`src/hw/rtl/ktfi_pkg.sv`:
```
// ktfi_pkg: shared types, widths and outcome codes for the key table block.
// No dependencies; compile first.
package ktfi_pkg;

    // Word and row geometry
    localparam int WORD_W          = 64;
    localparam int WORDS_PER_ENTRY = 4;
    localparam int ROW_W           = WORD_W * WORDS_PER_ENTRY;
    localparam int EMPTY_W         = 32;
    localparam int SLOT_W          = 5;
    localparam int OUTCOME_W       = 2;

    // Default table depth
    localparam int DEF_ENTRIES = 32;

    typedef logic [WORD_W-1:0]    t_word;
    typedef logic [ROW_W-1:0]     t_row;
    typedef logic [SLOT_W-1:0]    t_slot;
    typedef logic [OUTCOME_W-1:0] t_outcome;

    // Result outcome codes
    localparam t_outcome OUTCOME_FOUND    = 2'd0;
    localparam t_outcome OUTCOME_INSERTED = 2'd1;
    localparam t_outcome OUTCOME_FULL     = 2'd2;

    // Controller to datapath commands
    typedef struct packed {
        logic start;   // capture key, rewind scan, clear flags
        logic scan;    // read one row and advance the address
        logic commit;  // write the key if inserting, load the result word
    } t_dp_cmd;

endpackage

```
`src/hw/rtl/ktfi_ctrl.sv`:
```
// ktfi_ctrl: sequencer for one lookup: accept, scan, flush, resolve.
// Depends on ktfi_pkg; drives ktfi_dp through t_dp_cmd.
module ktfi_ctrl (
    input  logic              i_clk,
    input  logic              i_rst_n,
    input  logic              i_in_valid,
    output logic              o_in_ready,
    output logic              o_out_valid,
    input  logic              i_out_ready,
    input  logic              i_scan_last,
    output ktfi_pkg::t_dp_cmd o_cmd
);
    import ktfi_pkg::*;

    typedef enum logic [3:0] {
        ST_IDLE    = 4'b0001,
        ST_SCAN    = 4'b0010,
        ST_FLUSH   = 4'b0100,
        ST_RESOLVE = 4'b1000
    } t_state;

    t_state  r_state;
    t_state  n_state;
    logic    r_out_valid;
    logic    n_out_valid;
    t_dp_cmd w_cmd;

    assign o_in_ready  = (r_state == ST_IDLE);
    assign o_out_valid = r_out_valid;
    assign o_cmd       = w_cmd;

    // Next state and commands
    always_comb begin
        n_state = r_state;
        w_cmd   = '0;
        case (r_state)
            ST_IDLE: begin
                if (i_in_valid) begin
                    w_cmd.start = 1'b1;
                    n_state     = ST_SCAN;
                end
            end
            ST_SCAN: begin
                w_cmd.scan = 1'b1;
                if (i_scan_last) begin
                    n_state = ST_FLUSH;
                end
            end
            ST_FLUSH: begin
                n_state = ST_RESOLVE;
            end
            ST_RESOLVE: begin
                // hold until the result register is free
                if (!r_out_valid || i_out_ready) begin
                    w_cmd.commit = 1'b1;
                    n_state      = ST_IDLE;
                end
            end
            default: begin
                n_state = ST_IDLE;
            end
        endcase
    end

    // Result register occupancy
    always_comb begin
        if (w_cmd.commit) begin
            n_out_valid = 1'b1;
        end else if (i_out_ready) begin
            n_out_valid = 1'b0;
        end else begin
            n_out_valid = r_out_valid;
        end
    end

    always_ff @(posedge i_clk) begin
        if (!i_rst_n) begin
            r_state     <= ST_IDLE;
            r_out_valid <= 1'b0;
        end else begin
            r_state     <= n_state;
            r_out_valid <= n_out_valid;
        end
    end

endmodule
```
`config.mk`:
```
export PLATFORM = sky130hd
export DESIGN_NAME = ktfi_ctrl
export DESIGN_NICKNAME = d
export VERILOG_FILES = /design/src/hw/rtl/ktfi_pkg.sv /design/src/hw/rtl/ktfi_ctrl.sv
export SDC_FILE = /design/constraint.sdc
export NUM_CORES = 1
export LEC_CHECK = 0
export BUFFER_PORTS_ARGS = -buffer_cell sky130_fd_sc_hd__buf_2
export CORE_AREA = 2 2 39 41
export CTS_CLUSTER_SIZE = 40
export DETAILED_ROUTE_END_ITERATION = 8
export DIE_AREA = 0 0 41 43
export PLACE_DENSITY = 0.43
export RECOVER_POWER = 100
export SYNTH_ARGS = -nofsm -noshare
export SYNTH_HDL_FRONTEND = slang
export SYNTH_SLANG_ARGS = --single-unit
```
`constraint.sdc`:
```
create_clock -name i_clk -period 1.35 [get_ports i_clk]
set_input_delay 0.0675 -clock i_clk [delete_from_list [all_inputs] [get_ports i_clk]]
set_output_delay 0.0675 -clock i_clk [all_outputs]
set_load 0.02 [all_outputs]
```
Word level (Yosys, flattened, before mapping)
Index checks and enable logic that the tools add are counted.
W data, S select, Z words.
- output and inout port bits: 5
- register bits after elaboration: 5
- logic and storage cells: 24
- bits in read-only memories: 0
- memories kept: 0
- bits in latches: 0
- input port bits: 5
- memory bits (writable): 0
- bitwise logic cells: 0
- add/sub/neg operators: 0
- eq/ne operators: 7
- magnitude comparators: 0
- shift-type cells: 0
- multiplexer cells: 11
- $mul: 0
- reduce and logical (&&, ||, !) cells: 4
- div/mod/pow operators: 0
- operators by type and width (operator ; count):
    $pmux W4 S4 ; 1
    $mux W4 ; 3
    $mux W1 ; 7
    $ne A2 B2 Y1 const B ; 3
    $eq A4 B1 Y1 const B ; 1
    $eq A4 B2 Y1 const B ; 1
    $eq A4 B3 Y1 const B ; 1
    $eq A4 B4 Y1 const B ; 1
    $reduce_and A3 Y1 ; 1
    $reduce_bool A2 Y1 ; 1
    $logic_not A1 Y1 ; 1
    $logic_or A1 B1 Y1 ; 1

Longest topological paths before layout
- depth in word-level cells: 5
- gate-level depth with buffers: 3
- gate-level depth less buffers: 3

Least setup slack after synthesis
OpenSTA, ideal clock, no wires.
- path kind: flip-flop to output port
- start: reg r_state[3]
- end: out o_cmd[2] (netlist name)
- stages on the path, launching flop included: 3
- path buffers: 0
- data arrival time: 1604 ps
- setup slack: -322 ps
- required time: 1283 ps
- path through: dfxtp_1 nor4b_1 and2_1
- RTL lines (what ; RTL line ; source):
    from (decl) ; ktfi_ctrl.sv:22 ; t_state r_state;
    from (signal assigned) ; ktfi_ctrl.sv:81 ; r_state <= n_state;
    to (decl) ; ktfi_ctrl.sv:11 ; output ktfi_pkg::t_dp_cmd o_cmd

==> metrics.txt <==
Antenna Cells=0; Top FF cell, synth=dfxtp_1; Die Height=43 µm; core area=1380 µm²; design area=404 µm²; detailed-placement wirelength estimate=435 µm; final setup vio count=2; FF+latch count, synth=5; number of flops mapped to enable cells by yosys=0; crit end category=primary output; setup TNS=-101 ps; Tot GR Track Use=7.64%; PortBufs=9; Synth Warn #=0; drt drc=0; first-pass GRT wire length=821 µm; Synth cell types=19; cell taking the most area after synthesis=dfxtp_1; Tcrit/Tclk final=105%; clk_skew=3.79 ps; failing checks=negative setup slack; Max VDD drop=0.370 mV; area share of the largest cell type after synthesis=37.2%; worst path arrival time=1350 ps; area post-placement=348 µm²; DR pass1 iterations=3; share of cells above drive strength 1=46.7%; sw power=0.112 mW; power per standard cell area=1030 nW/µm²; Hold Startpoint=i_rst_n; Routed WL per cell=10.3 µm; Tmin final=1420 ps; Initial Util=19.4%; crit path kind=flip-flop to primary output; crit path max fanout=6; nets@finish=51; Worst R2R Start=r_state[0]$_SDFFE_PN1P_; final core utilization=29.2%; CTS Root Cell=clkbuf_4; Int Power=0.306 mW; Syn Inst Count=30; Post-DRT Antenna Nets=0; CP startpoint kind=flip-flop; Area Overhead vs Synth=50.2%; # rows=14; Mean Syn Cell Area=8.97 µm²; maxcap violations=0; outcome=finished with violations; vias post-DR=266; count leader, synth=dfxtp_1; Clock Path Buffers=2; leak pwr=0.178 nW; RSZ-0062 raised after global routing=yes; Die Wd=41 µm; Clock Pin Slew Worst Setup and Hold Paths=50 ps; htree depth=1; hold buffer count at CTS=0; largest net degree at the start of global routing=7; Req. time, crit path=1280 ps; gr ovfl total=0; most instantiated cells after synthesis=dfxtp_1 (5), nand2b_1 (3), nor3_1 (3); ys async rst share=0%; CTS tree=built; total routed wirelength=626 µm; Num Clock Sinks=5; Hold Vio Cnt, Final=0; synthesized cell area=269 µm²; Max Freq=703 MHz; Worst-Margin Slew=258 ps; clock power share=42.0%; initial DRC count=3; logic gate share of total power=19.0%; Via density=4.36; max_slew headroom=82.8%; Final WS setup=-71.9 ps; initial antenna violation count=0; worst hold-check path type=input port to flip-flop; clk_lat worst skew=240 ps; CTS Buf Count=3; Die ar.=1760 µm²; Mapped Nets=35; switch share=26.8%; number of global-route vias before repair=212; sequential fraction of the synthesis area=37.2%; Synth area leaders=dfxtp_1 (37%), nand2b_1 (7.0%), nor4b_1 (6.5%), nor3_1 (5.6%), buf_4 (5.6%); Final GP Congestion=0.731; sequential share of power=39.0%; Final Power=0.418 mW; IO Pins=10; Slew Limit Fails=0; CP startpoint=r_state[0]$_SDFFE_PN1P_
## through the flow
stage          hold slack (ps)  instances  setup WS (ps)
2_1_floorplan              146         30           23.7
3_3_place_gp               299         56            131
3_5_place_dp               300         56            139
4_1_cts                   38.8         60          -94.6
5_1_grt                   43.0         61           -118
6_report                  46.0         61          -71.9
## layout make-up
cell class | instances | area [µm²]
inverter | 1 | 3.75
sequential | 5 | 108
clock buffer | 4 | 26.3
multi-input combinational | 22 | 170
timing repair buffer | 13 | 76.3
tap | 16 | 20.0
fill | 155 | 980
## worst paths after layout
kind	endpoint	slack (ps)	cells past startpoint
max	o_cmd[0]	-70	3
min	r_state[0]$_SDFFE_PN1P_	50	2
max reg2reg	r_state[0]$_SDFFE_PN1P_	60	4
min reg2reg	r_state[3]$_SDFFE_PN0P_	470	1
## worst max-delay path: stages, from the launching register on
cell     delay, ps
dfxtp_4        360
or4b_4         480
nor2b_1        120
buf_4          150
## logic make-up after synthesis
kind of cell / Yosys count / synth area share, %
and+or+nand+nor: 17 / 40.5
DFF: 5 / 37.2
AOI/OAI and AO/OA: 3 / 8.38
buffers and inverters: 3 / 6.97
xor gates and xnor gates: 1 / 3.26
muxes: 1 / 3.72
## layer usage
metal  up-vias  part of all wire [%]  track usage, %
met1       124                    39            7.42
met5         -                     0               0
met3         0                   9.3            7.85
met4         0                     0            4.00
met2         7                    51            10.0
li1        135                     -               -
## flip-flops by register name, summed over array words and instances (netlist names)
register	count
r_state	4
o_out_valid	1
## power by group through the flow
| stage | Sequential, mW | Clock [mW] | Combinational, mW |
|---|---|---|---|
| 2_1_floorplan | 0.166 | 0 | 0.0460 |
| 3_3_place_gp | 0.166 | 0 | 0.0736 |
| 3_5_place_dp | 0.166 | 0 | 0.0730 |
| 4_1_cts | 0.164 | 0.187 | 0.0734 |
| 5_1_grt | 0.163 | 0.195 | 0.0877 |
| 6_report | 0.163 | 0.176 | 0.0792 |
## layout by cell type (no fill, tap or decap), drive strengths merged
cell type and n:
and2 1, nand2b 3, nor2 2, nand2 2, buf 12, nor4b 2, o311ai 1, nor2b 1
xnor2 1, and3 1, a21boi 1, o22ai 1, inv 1, or4b 1, mux2i 1, nor3 3
clkbuf 5, dfxtp 5, nor3b 1
## timing repair
| action | 4_1_cts | 5_1_grt |
|---|---|---|
| setup buffers | 0 | 1 |
| gates cloned | 0 | 0 |
| endpoints found under the setup margin | 2 | 4 |
| resized for setup | 3 | 4 |
No activity file was read; power rests on OpenSTA's default activity.
